**src/start_time_fair_queue_scheduler_defines.svh**
```systemverilog
// Assertion macros for the start-time fair queuing scheduler.
// Included by the top level; expects clk_i and rst_ni in scope.
`ifndef START_TIME_FAIR_QUEUE_SCHEDULER_DEFINES_SVH
`define START_TIME_FAIR_QUEUE_SCHEDULER_DEFINES_SVH

// antecedent implies consequent in the same cycle
`define STFQ_ASSERT_SAME(lbl, ante, cons, msg) \
  lbl: assert property (@(posedge clk_i) disable iff (!rst_ni) (ante) |-> (cons)) \
    else $error(msg);

// antecedent implies consequent in the next cycle
`define STFQ_ASSERT_NEXT(lbl, ante, cons, msg) \
  lbl: assert property (@(posedge clk_i) disable iff (!rst_ni) (ante) |=> (cons)) \
    else $error(msg);

`endif

```
**src/stfq_pkg.sv**
```systemverilog
// Shared types and constants of the start-time fair queuing scheduler.
// No dependencies.
package stfq_pkg;

  localparam int unsigned TagW    = 48;
  localparam int unsigned IdW     = 16;
  localparam int unsigned SizeW   = 20;
  localparam int unsigned WeightW = 20;
  localparam int unsigned ProdW   = SizeW + WeightW;
  localparam int unsigned CfgIdxW = 3;
  localparam int unsigned CfgW    = 20;
  localparam int unsigned NumWeights = 4;

  localparam logic [CfgIdxW-1:0] CfgActiveApps = 3'd0;
  localparam logic [CfgIdxW-1:0] CfgOutLimit   = 3'd1;
  localparam logic [CfgIdxW-1:0] CfgWeight0    = 3'd2;
  localparam logic [CfgIdxW-1:0] CfgWeight1    = 3'd3;
  localparam logic [CfgIdxW-1:0] CfgWeight2    = 3'd4;
  localparam logic [CfgIdxW-1:0] CfgWeight3    = 3'd5;

  typedef enum logic [1:0] {
    KindArrival  = 2'd0,
    KindDispatch = 2'd1,
    KindComplete = 2'd2
  } kind_e;

  typedef enum logic [2:0] {
    StOk       = 3'd0,
    StEmpty    = 3'd1,
    StLimit    = 3'd2,
    StFull     = 3'd3,
    StNotFound = 3'd4
  } status_e;

  typedef struct packed {
    logic capture;
    logic arr_mul;
    logic arr_add;
    logic dsp_chk;
    logic dsp_rd;
    logic dsp_cmp;
    logic dsp_end;
    logic cmp_step;
    logic res_load;
  } cmd_t;

  typedef struct packed {
    logic arr_refuse;
    logic dsp_refuse;
    logic scan_last;
    logic cmp_end;
  } sts_t;

endpackage

```
**src/stfq_ctrl.sv**
```systemverilog
// Controller state machine of the scheduler.
// Depends on stfq_pkg; drives stfq_dp through cmd_t and reads sts_t.
module stfq_ctrl (
  input  logic                clk_i,
  input  logic                rst_ni,
  input  logic                in_valid_i,
  output logic                in_ready_o,
  input  logic [1:0]          kind_i,
  output logic                out_valid_o,
  input  logic                out_ready_i,
  output stfq_pkg::cmd_t      cmd_o,
  input  stfq_pkg::sts_t      sts_i
);

  typedef enum logic [8:0] {
    SIdle    = 9'b000000001,
    SArrMul  = 9'b000000010,
    SArrAdd  = 9'b000000100,
    SDspChk  = 9'b000001000,
    SDspRd   = 9'b000010000,
    SDspCmp  = 9'b000100000,
    SDspEnd  = 9'b001000000,
    SCmpScan = 9'b010000000,
    SRes     = 9'b100000000
  } state_e;

  state_e state_q, state_d;
  logic   out_valid_q, out_valid_d;
  logic   out_free;

  assign out_free    = !out_valid_q || out_ready_i;
  assign in_ready_o  = (state_q == SIdle);
  assign out_valid_o = out_valid_q;

  always_comb begin
    state_d     = state_q;
    out_valid_d = out_valid_q && !out_ready_i;
    cmd_o       = '0;
    unique case (state_q)
      SIdle: begin
        if (in_valid_i) begin
          cmd_o.capture = 1'b1;
          unique case (stfq_pkg::kind_e'(kind_i))
            stfq_pkg::KindArrival:  state_d = SArrMul;
            stfq_pkg::KindDispatch: state_d = SDspChk;
            stfq_pkg::KindComplete: state_d = SCmpScan;
            default:                state_d = SIdle;
          endcase
        end
      end
      SArrMul: begin
        cmd_o.arr_mul = 1'b1;
        state_d = sts_i.arr_refuse ? SRes : SArrAdd;
      end
      SArrAdd: begin
        cmd_o.arr_add = 1'b1;
        state_d = SRes;
      end
      SDspChk: begin
        cmd_o.dsp_chk = 1'b1;
        state_d = sts_i.dsp_refuse ? SRes : SDspRd;
      end
      SDspRd: begin
        cmd_o.dsp_rd = 1'b1;
        state_d = SDspCmp;
      end
      SDspCmp: begin
        cmd_o.dsp_cmp = 1'b1;
        state_d = sts_i.scan_last ? SDspEnd : SDspRd;
      end
      SDspEnd: begin
        cmd_o.dsp_end = 1'b1;
        state_d = SRes;
      end
      SCmpScan: begin
        cmd_o.cmp_step = 1'b1;
        if (sts_i.cmp_end) begin
          state_d = SRes;
        end
      end
      SRes: begin
        if (out_free) begin
          cmd_o.res_load = 1'b1;
          out_valid_d = 1'b1;
          state_d = SIdle;
        end
      end
      default: state_d = SIdle;
    endcase
  end

  always_ff @(posedge clk_i or negedge rst_ni) begin
    if (!rst_ni) begin
      state_q     <= SIdle;
      out_valid_q <= 1'b0;
    end else begin
      state_q     <= state_d;
      out_valid_q <= out_valid_d;
    end
  end

endmodule

```
**config.mk**
```make
export PLATFORM = sky130hd
export DESIGN_NAME = stfq_ctrl
export DESIGN_NICKNAME = d
export VERILOG_FILES = /design/src/start_time_fair_queue_scheduler_defines.svh /design/src/stfq_pkg.sv /design/src/stfq_ctrl.sv
export SDC_FILE = /design/constraint.sdc
export NUM_CORES = 1
export LEC_CHECK = 0
export BUFFER_PORTS_ARGS = -buffer_cell sky130_fd_sc_hd__buf_2
export CAP_MARGIN = 30
export CORE_ASPECT_RATIO = 0.75
export CORE_UTILIZATION = 30
export DETAILED_ROUTE_END_ITERATION = 10
export GPL_TIMING_DRIVEN = 0
export PLACE_DENSITY = 0.52
export REMOVE_ABC_BUFFERS = 1
export SETUP_SLACK_MARGIN = 0.3
export SYNTH_ARGS = -nofsm -noshare
export SYNTH_HDL_FRONTEND = slang
export SYNTH_SLANG_ARGS = --single-unit
```
**constraint.sdc**
```tcl
create_clock -name clk_i -period 4 [get_ports clk_i]
set_clock_uncertainty 0.1 [all_clocks]
set_input_delay 0.6 -clock clk_i [delete_from_list [all_inputs] [get_ports clk_i]]
set_output_delay 0.6 -clock clk_i [all_outputs]
set_load 0.02 [all_outputs]
```
==> results.md, run 1 <==
Detailed routing:
- In the routed layout, each cell is associated on average with a via count of 4.943.
- The number of detailed-route iterations in the first pass is 7.
- The detailed router finished its first iteration with 8 violations.
- The routed layout has 608 vias.
- In the final routed layout, each cell accounts on average for 12.02 µm.
- The total wire length after detailed routing is 1478 µm.
- The remaining routing DRC violations is 1.
- The final antenna-violating net count is 0.

Pwr:
- The largest voltage drop on the vdd net is 0.0001939 V.
- The leakage power is 0.4108 nW.
- The power per cell area is 479.3 mW/mm².

Critical path:
- The largest single stage delay on the critical path is 0.52 ns.
- The data arrival at the endpoint of the critical path is 2.03 ns.
- The worst register-to-register path ends at state_q[4].
- The kind of start point of the critical path is a flop.
- The minimum setup slack among reg-to-reg paths is 2.11 ns.
- Walking the worst path, the cells encountered are nor4_1 -> nand2_1 -> nor3b_1 -> buf_2.
- On the critical path, the stage with the largest delay is an instance of dfrtp_1.
- The origin of the critical flop-to-flop path is state_q[3].
- Of all nets on the critical path, the largest fanout is 11.
- The type of destination of the critical path is an output pin.
- The path type of the worst setup path is flop to output pin.
- The worst-case reg-to-reg path depth is 4.
- The required time reported for the critical path endpoint is 3.30 ns.

STA:
- The smallest clock period supported by the final layout is computed as 2.730 ns.
- Setup repair after global routing left no endpoint under its margin.
- The final setup violation count is 0.
- The count of final max-slew check failures came to 0.
- The count of endpoints failing hold in the final timing report is 0.
- Headroom to the max-slew limit came out at 69.29%.
- The top achievable clock speed is 366.4 MHz.
- Of the available clock period, the critical path in the final layout requires 68.24%.
- At the pin with the least slew margin, the transition time is 0.4564 ns.
- Adding up every negative setup slack in the final design gives 0 ns.

Floorplanning:
- Once the floorplan was initialized, standard cells occupied 33.07% of the core.
- The die is 57.36 µm wide.
- The die extent in y is 43.52 µm.
- The I/O pin count is 21.
- The floorplan step defined a die boundary enclosing 0.002496 mm².
- The region available for standard cell placement spans 0.002085 mm².
- In this run the core area contains 14 standard-cell rows.

Synthesis:
- The synthesized design devotes to its leading area cell type 32.67% of total area.
- The average cell area after synthesis is 8.618 µm².
- In the post-synthesis netlist, the cell with the most instances is dfrtp_1.
- The commonest cells after synthesis are 9 x dfrtp_1, 8 x nor3_1, 6 x nand2_1, 6 x nor2_1.
- In the synthesized netlist the dominant register cell turns out to be dfrtp_1.
- The number of instances in the synthesized netlist is 80.
- The biggest area consumer among synthesized cells is dfrtp_1.
- The async set-reset flop share out of synthesis is 100.0%.
- Ranked by total cell area, the synthesized netlist is headed by dfrtp_1 33%, nor3_1 5.8%, dfstp_2 3.8%, nand2b_1 3.6%, o21ai_0 3.6%.
- The post-synthesis cell type count is 33.
- The synthesis-stage register bit count is 10.
- The cell area that synthesis handed to floorplanning was 689.4 µm².
- Sequential cells were found to cover 36.48% of the synthesized design area.
- The number of synthesized flops with an enable pin is 0.
- For this run, the number of Yosys warnings is 0.

Clock network:
- The setup fix buffers added after clock tree synthesis is 0.
- The deepest clock path buffer count is 2.
- The number of buffers inserted for hold repair after clock tree synthesis is 0.
- TritonCTS built the clock tree.
- The clock transition at the registers of the reported paths is 0.06 ns.
- The clock insertion delay at the later pin of the skew report is 0.26 ns.
- The total CTS buffers is 3.
- Gates resized during post-CTS repair numbered 0.
- For this design, the sink count on the clock tree is 10.
- CTS built an H-tree with a depth of 1.
- The tree is rooted in a clkbuf_4.

Global routing:
- Summed over all layers, the global routing overflow is 0.
- The initial antenna violation count is 0.
- The number of global-route vias before repair is 566.
- Global routing consumed, over all layers together, 13.47% of the routing resources.
- Entering global routing, the biggest net connects 12 pins.
- The first global-routing pass estimated 2546 µm of wire.

Finish:
- After routing the design area is 828.3 µm².
- The proportion of layout cells with a drive suffix above 1 is 30.30%.
- The relative area change from synthesis to final layout is 20.15%.
- The count of inserted antenna diode cells is 0.
- The net count of the finished layout is 110.

Placed design:
- The HPWL after detailed placement is 1139 µm.
- The congestion estimate from routability-driven global placement came to 0.7576.
- During placement, the flow inserted port buffers numbering 20.
- The post-placement cell area is 792.0 µm².

Job:
- The number of max-cap violations is 0.

Status:
- The checks that failed: DRC.
- The flow ran to the end, but the final reports show violations.

Min path:
- The worst hold-check path type is input port to asynchronous set/reset pin.
## cells by family (layout without fill, tap and decap cells)
logic type | Yosys count | in the layout | share of synthesized area [%]
AND/OR/NAND/NOR | 44 | 44 | 41.20
AO/OA/AOI/OAI | 14 | 14 | 13.07
flip-flops | 10 | 10 | 36.48
buffers and inverters | 10 | 29 | 6.714
XOR/XNOR | 2 | 2 | 2.541
## state kept, by name (all words and copies together), names as in the netlist
signal / cells
state_q: 9
out_valid_o: 1
## through the flow
stage                     hold WS (ns)  cells  power (mW)  utilization [%]  setup slack, ns
after floorplan                 0.2044     75      0.2659                -            1.537
after global placement          0.3773    119      0.3081            38.00            1.537
after detailed placement        0.3782    119      0.3102            38.00            1.565
after CTS                      0.08951    123      0.4016            39.74            1.258
after global routing           0.08701    123      0.4290            39.74            1.119
final                          0.08543    123      0.3970            39.74            1.270
## cell type report
type	instances	area (µm²)
Tap cell	24	30.03
Multi-Input combinational cell	60	391.6
Timing Repair Buffer	20	100.1
Inverter	5	18.77
Sequential cell	10	251.5
Clock buffer	4	36.28
Fill cell	228	1256
## layout by cell type (no fill, tap or decap), types with 2 or more instances in the layout
| cell type | count |
|---|---|
| dfrtp_1 | 9 |
| nor4b_1 | 2 |
| nand2_1 | 6 |
| inv_1 | 5 |
| nor4_1 | 2 |
| nand2_2 | 2 |
| nor2_1 | 6 |
| buf_2 | 20 |
| clkbuf_4 | 3 |
| nor3b_1 | 3 |
| nor3_1 | 8 |
| nand2b_1 | 4 |
| nand3b_1 | 2 |
| o21ai_0 | 5 |
| nor2b_1 | 3 |
| xor2_1 | 2 |
## layer usage
metal	vias to the layer above	GRT usage, %	part of all wire, %	wire length (µm)
met5	-	0	0	0
met4	0	7.317	0.41	6
met3	2	2.090	5.3	78
met2	16	18.84	37	551
met1	270	19.81	57	842
li1	320	-	-	-
## where the power goes
| group | internal [mW] | switching [mW] |
|---|---|---|
| Sequential | 0.118 | 0.0318 |
| Combinational | 0.0697 | 0.0888 |
| Clock | 0.0552 | 0.0339 |
| Total | 0.243 | 0.154 |
## how the worst max path moves through the flow
| stage | startpoint | end | slack, ns | depth (start not counted) |
|---|---|---|---|---|
| 2_1_floorplan | state_q[3] | cmd_o[2] | 1.54 | 3 |
| 3_3_place_gp | state_q[3] | cmd_o[3] | 1.54 | 4 |
| 3_5_place_dp | state_q[3] | cmd_o[3] | 1.56 | 4 |
| 4_1_cts | state_q[3] | cmd_o[3] | 1.26 | 4 |
| 5_1_grt | state_q[3] | cmd_o[3] | 1.12 | 4 |
| 6_report | state_q[3] | cmd_o[3] | 1.27 | 4 |
## critical path, delay by kind of cell (launching register included)
family	cells	cell delay, ns
simple gates	3	1.01
flops	1	0.52
buf+inv	1	0.23
(Power assumes the default switching activity.)
==> run 2: changes to the inputs <==
--- a/config.mk
+++ b/config.mk
@@ -11,7 +11,7 @@
 export CORE_UTILIZATION = 30
 export DETAILED_ROUTE_END_ITERATION = 10
 export GPL_TIMING_DRIVEN = 0
-export PLACE_DENSITY = 0.52
+export PLACE_DENSITY = 0.54
 export REMOVE_ABC_BUFFERS = 1
 export SETUP_SLACK_MARGIN = 0.3
 export SYNTH_ARGS = -nofsm -noshare
==> constraint.sdc (replaced) <==
create_clock -name clk_i -period 2.5 [get_ports clk_i]
set_clock_uncertainty 0.1 [all_clocks]
set_input_delay 0.375 -clock clk_i [delete_from_list [all_inputs] [get_ports clk_i]]
set_output_delay 0.375 -clock clk_i [all_outputs]
set_load 0.02 [all_outputs]
==> run 2 against run 1 <==
  * The run now ends clean
  * First-iteration DRC count grew 50%
  * Clock-buffer cell count is the same
  * Non-clock buffer count grew 13
  * Clock power grew 25%
  * Sequential share of layout area shrank 4.2 points
  * Cell count grew 11%
  * Core utilization grew 7.7 points
  * Critical endpoint is now cmd_o[8]
  * Highest routed layer unchanged
==> results.md, run 2 (synthesized netlist as in run 1, its figures left out) <==
Detailed routing:
- For this run, design rule violations remaining after detail routing come to 0.
- The length of routed met2 wiring is 787 µm.
- Wires add up to 1722 µm.
- Detailed routing inserted a total of 693 vias.
- The final antenna-violating net count is 0.
- The wire length per cell is 12.66 µm.
- The detailed router put a total of 849 µm of wire on met1.
- Routed signal wires occupy layers up through met4.
- After the first detailed-routing iteration, the DRC count stood at 12.
- The number of detailed-route iterations in the first pass is 4.
- The detailed-route vias per instance is 5.096.
- Detailed routing placed a total of 76 µm of wire on met3.

Floorplanning:
- The floorplan step defined a die boundary enclosing 0.002496 mm².
- The horizontal die dimension is 57.36 µm.
- The die extent in y is 43.52 µm.
- For this configuration, the core starts out at a cell density of 33.07%.
- During I/O placement, the number of pins put on the boundary was 21.
- The floorplan has 14 rows.
- The placeable core region is 0.002085 mm².

Clock network:
- CTS built an H-tree with a depth of 1.
- The total CTS buffers is 3.
- TritonCTS built the clock tree.
- Clock-pin slew was measured on the worst setup and hold paths at 0.06 ns.
- The tree built by TritonCTS fans out to 10 sinks.
- The clock insertion delay at the later pin of the skew report is 0.26 ns.
- No sink is reached through more buffers than the 2 on the longest clock path.
- The tree is rooted in a clkbuf_4.

Critical path:
- At the worst endpoint, the required time is 2.03 ns.
- The minimum setup slack among reg-to-reg paths is 0.67 ns.
- The worst register-to-register path ends at state_q[3].
- The critical path is of the flop to output pin type.
- The worst-case reg-to-reg path depth is 7.
- The type of destination of the critical path is an output pin.
- Data on the critical path arrives at its endpoint at 1.67 ns.
- The origin of the critical flop-to-flop path is state_q[2].
- The largest fanout on the critical path is 4.
- The kind of start point of the critical path is a flop.

STA:
- The final critical path takes up 85.81% of the cycle.
- Setup repair after global routing could not meet its margin everywhere.
- The clock period minus worst slack is 2.145 ns.
- The final hold slack is 0.1977 ns.
- The count of endpoints failing hold in the final timing report is 0.
- For the pin with the worst max-slew slack, the measured transition is 0.3121 ns.
- In the final timing run, aggregate negative setup slack is 0 ns.
- The final setup violation count is 0.
- Timing would allow up to 466.2 MHz.
- The relative max-transition margin is 79.04%.
- The count of final max-slew check failures is 0.

Finish:
- 0 antenna diodes ended up in the layout.
- Measured on the finished design, the core utilization comes to 47.48%.
- The total of fill cells in the finished design is 215.
- The proportion of layout cells with a drive suffix above 1 is 51.79%.
- The net total in the final layout is 123.
- The register with the most flip-flops is state_q.
- The relative area change from synthesis to final layout is 43.56%.
- Leaving out fill and tap cells, the most frequent cells in the layout are 18 x buf_2, 13 x buf_4, 6 x dfrtp_2.
- The count of placed standard cells in the final layout, fillers left out is 136.
- Leaving out fill and tap cells, the most frequent cell in the layout is buf_2.
- The register with the most flip-flops in the layout has 9 of them.

Global routing:
- The initial antenna violation count is 0.
- The pin count of the biggest net entering global routing is 12.
- The number of global-route vias before repair is 634.
- In the global route stage, overall resource usage came out at 15.07%.
- The first global-routing pass estimated 2801 µm of wire.
- The total overflow reported by the global router is 0.

Min path:
- The worst hold-check path type is input port to flop.
- The startpoint identified for the worst hold timing path is kind_i[0].
- The worst hold path was traced through 2 stages.
- The capture endpoint of the worst hold path is state_q[1].

Placed design:
- Port buffering added 20 buffers.
- The routability congestion estimate is 0.7909.
- In this run, placement finished with an instance count of 119.
- Detailed placement finished with a half-perimeter wire length of 1131 µm.

Status:
- The run finished with clean final reports.

Pwr:
- The largest voltage drop on the vdd net is 0.0005010 V.
- The power per cell area is 720.4 mW/mm².
- The analysis attributes to cell leakage a power of 0.4716 nW.

Job:
- The number of max-cap violations is 0.
[run 2: critical path, cell delays in order (launching register included)]
cell	delay [ns]
dfrtp_2	0.42
nor4_4	0.34
nand2_2	0.14
nor4b_4	0.26
nand2_2	0.09
inv_2	0.06
buf_6	0.10
[run 2: final cells by class]
class                   instances  area, µm²  share of cell area (%)
flip-flops and latches         10      259.0                   26.17
multi-input cells              60      446.7                   45.13
repair buffers                 33      209.0                   21.11
clock buffers                   4      26.28                   2.655
inverters                       5      18.77                   1.896
well taps                      24      30.03                   3.034
[run 2: report_power, final]
part           internal, mW  switching, mW  leakage, nW
Sequential            0.190         0.0450        0.125
Clock                0.0614         0.0495       0.0150
Combinational         0.178          0.189        0.331
[run 2: worst max path at each step]
stage / from / to / slack, ns
after floorplan: state_q[3] / cmd_o[2] / 0.26
after global placement: state_q[3] / cmd_o[3] / 0.29
after detailed placement: state_q[3] / cmd_o[3] / 0.31
after CTS: state_q[2] / cmd_o[8] / 0.31
after global routing: state_q[2] / cmd_o[8] / 0.22
final: state_q[2] / cmd_o[8] / 0.35
[run 2: metal layers]
layer  track usage (%)  vias up
met3             3.881        2
li1                  -      347
met1             20.56      326
met5                 0        -
met2             22.56       18
met4             6.829        0
[run 2: repair_timing]
item | CTS | global route
pin swaps | 4 | 2
endpoints found under the setup margin | 8 | 9
hold buffers | 1 | 0
resized for setup | 11 | 10
setup buffers | 6 | 6
endpoints found under the hold margin | 9 | 0
[run 2: through the flow]
step	setup WS [ns]	instance area, µm²	total power [mW]
after floorplan	0.2622	661.9	0.4255
after global placement	0.2948	792.0	0.4933
after detailed placement	0.3100	792.0	0.4961
after CTS	0.3095	914.6	0.6673
after global routing	0.2176	989.7	0.7731
final	0.3549	989.7	0.7130
==> run 3: changes to the inputs <==
==> constraint.sdc (replaced) <==
create_clock -name clk_i -period 2.5 [get_ports clk_i]
set_clock_uncertainty 0.1 [all_clocks]
set_input_delay 0.375 -clock clk_i [delete_from_list [all_inputs] [get_ports clk_i]]
set_output_delay 0.375 -clock clk_i [all_outputs]
set_load 0.05 [all_outputs]
==> run 3 against run 2 <==
  * Critical path depth decreased by 1
  * Routed wire length increased by 6.2%
  * Sequential share of layout area decreased by 2.8 points
  * Highest routed layer is now met3
  * Cell area increased by 12%
  * Via count increased by 2.7%
  * Critical path type unchanged
  * Core utilization increased by 5.5 points
  * Largest power group unchanged
  * Global-route usage increased by 0.50 points
  * Maximum frequency decreased by 4.3%
==> results.md, run 3 (synthesized netlist as in run 1, its figures left out) <==
Global routing:
- The number of global-route vias before repair came to 649.
- The initial antenna violation count is 0.
- The total global-route track usage is 15.58%.
- Entering global routing, the biggest net connects 12 pins.
- For this run the aggregate overflow at the end of global routing stands at 0.
- The first-pass GRT wire length is 2898 µm.

Finish:
- The relative area change from synthesis to final layout is 60.07%.
- Counting flops per register, the top entry is state_q.
- The count of placed standard cells in the final layout, fillers left out is 141.
- Summing all non-filler instances in the final layout gives an area of 0.001104 mm².
- Registers take 257.7 µm².
- The area of the multi-input gates is 467.9 µm².
- The library cells used most frequently in the layout, excluding fill and tap cells, are 14 x buf_4, 12 x buf_2, 8 x buf_6.
- The final layout contains 128 nets.
- The total of fill cells in the finished design is 203.
- The post-route netlist has 52.99% of its cells at a drive strength greater than 1.
- The leading cell type in the layout, fill and taps excluded is buf_4.
- The register with the most flip-flops in the layout has 9 of them.
- 0 antenna diodes ended up in the layout.

Critical path:
- The worst-case reg-to-reg path depth is 10.
- The signal on the critical path passes through nor4_4 -> nand2_2 -> buf_4 -> nor4b_4 -> buf_6.
- The maximum cell stage delay along the critical path is 0.47 ns.
- In this run the number of cells on the critical path is 5.
- The family with the most delay on the worst path is simple AND/OR/NAND/NOR gates.
- In this run the worst path has a maximum fanout of 6.
- For the worst setup path, the data arrival time is 1.77 ns.
- The standard cell with the maximum stage delay on the critical path is dfrtp_2.
- The path type of the worst setup path is flop to output pin.
- The worst setup path is launched from a flop.
- For the worst setup path, the data required time is 2.03 ns.
- The count of buffering cells on the critical path with inverters included is 2.
- The type of destination of the critical path is an output pin.

Min path:
- The min-delay analysis places its worst path in the category input port to flop.
- The cell count of the worst hold path is 2.

Pwr:
- Registers are responsible for 26.8% of the overall power.
- Power spread over the standard cell area amounts to 828.3 mW/mm².
- The share of power burned in combinational logic is 60.9%.
- The internal power summed over all cells is 0.5302 mW.
- The largest voltage drop on the vdd net is 0.0007055 V.
- Net switching is 42.00% of the power.
- The switching power is 0.3839 mW.
- The leakage power is 0.5090 nW.
- The clock network accounts for 12.3% of the total power.

Clock network:
- The clock tree from TritonCTS is done.
- In this run the number of H-tree levels came out at 1.
- The clock transition at the registers of the reported paths is 0.07 ns.
- The clock insertion delay at the later pin of the skew report is 0.26 ns.
- CTS saw 10 sinks.
- The clock passes through at most 2 buffers.
- The CTS root buffer is clkbuf_4.
- The total CTS buffers is 3.

STA:
- Setup violations remaining at the end of the flow were counted as 0.
- The top achievable clock speed is 446.2 MHz.
- Setup repair after global routing could not meet its margin everywhere.
- Across all setup checks in the final design, the least slack found is 0.2587 ns.
- For the pin with the worst max-slew slack, the measured transition is 0.3594 ns.
- The final hold slack is 0.1930 ns.
- The relative max-transition margin is 76.04%.
- The clock period minus worst slack is 2.241 ns.
- The worst path uses 89.65% of the clock period.
- The count of endpoints failing hold in the final timing report is 0.
- Setup total negative slack on the finished layout was measured at 0 ns.
- The count of final max-slew check failures is 0.

Detailed routing:
- After detailed routing, the wire length on met1 is 950 µm.
- The total wire length after detailed routing is 1829 µm.
- The vias after detailed routing is 712.
- After detailed routing, the average wire length per cell comes to 12.97 µm.
- Detailed routing placed a total of 820 µm of wire on met2.
- The detailed router used layers up to and including met3.
- The final antenna-violating net count is 0.
- The initial DRC count is 9.
- The detailed-route vias per instance is 5.050.
- In the routed design, unresolved DRC markers number 0.
- After detailed routing, the met3 layer carries 58 µm of wire.
- The number of detailed-route iterations in the first pass is 3.

Floorplanning:
- The I/O pin count is 21.
- The horizontal die dimension is 57.36 µm.
- The initial utilization of the core area, before any placement, comes to 33.07%.
- The die extent in y is 43.52 µm.
- The placeable core region is 0.002085 mm².
- The floorplan row count is 14.
- The die covers 0.002496 mm².

Placed design:
- Counting tap cells, the placed design contains a total of 119 instances.
- The count of input and output buffers is 20.
- The post-placement cell area is 792.0 µm².
- The routability congestion estimate is 0.7909.
- The pre-CTS worst setup slack is 0.2107 ns.
- The HPWL after detailed placement is 1131 µm.

Status:
- The run finished with clean final reports.

Job:
- The tool flagged a number of max-cap violations equal to 0.
[run 3: repair_timing]
item                                    4_1_cts  5_1_grt
hold buffers                                  1        0
endpoints found under the setup margin        9       11
pin swaps                                     4        4
gates resized for setup                      20       21
setup buffers                                11        6
hold endpoints to repair                      9        0
[run 3: path summary, 6_finish.rpt]
kind                              end  startpoint  slack (ns)
min reg2reg                state_q[5]  state_q[5]        0.47
min                        state_q[1]   kind_i[0]        0.19
max in group asynchronous  state_q[0]      rst_ni        1.64
max                          cmd_o[5]  state_q[7]        0.26
min in group asynchronous  state_q[3]      rst_ni        0.40
max reg2reg                state_q[3]  state_q[7]        0.36
[run 3: layout make-up]
cell class	instances	share of cell area (%)
inverters	5	1.701
clock buffers	4	2.381
multi-input cells	60	42.40
flip-flops and latches	10	23.36
repair buffers	38	27.44
well taps	24	2.721
[run 3: per-layer routing]
metal | up-vias | GRT usage, %
met4 | 0 | 5.854
met5 | - | 0
met1 | 342 | 21.44
met2 | 12 | 23.72
li1 | 358 | -
met3 | 0 | 3.881
[run 3: power by group through the flow]
stage | registers [mW] | clock network [mW] | logic (mW)
floorplan | 0.237 | 0 | 0.244
CTS | 0.237 | 0.118 | 0.426
detailed placement | 0.241 | 0 | 0.311
global route | 0.249 | 0.132 | 0.593
global placement | 0.240 | 0 | 0.308
finish | 0.245 | 0.112 | 0.557
[run 3: stage by stage]
stage | utilization, % | power (mW)
6_report | 52.94 | 0.9140
5_1_grt | 52.94 | 0.9729
4_1_cts | 46.70 | 0.7804
3_5_place_dp | 38.00 | 0.5516
3_3_place_gp | 38.00 | 0.5487
2_1_floorplan | - | 0.4812
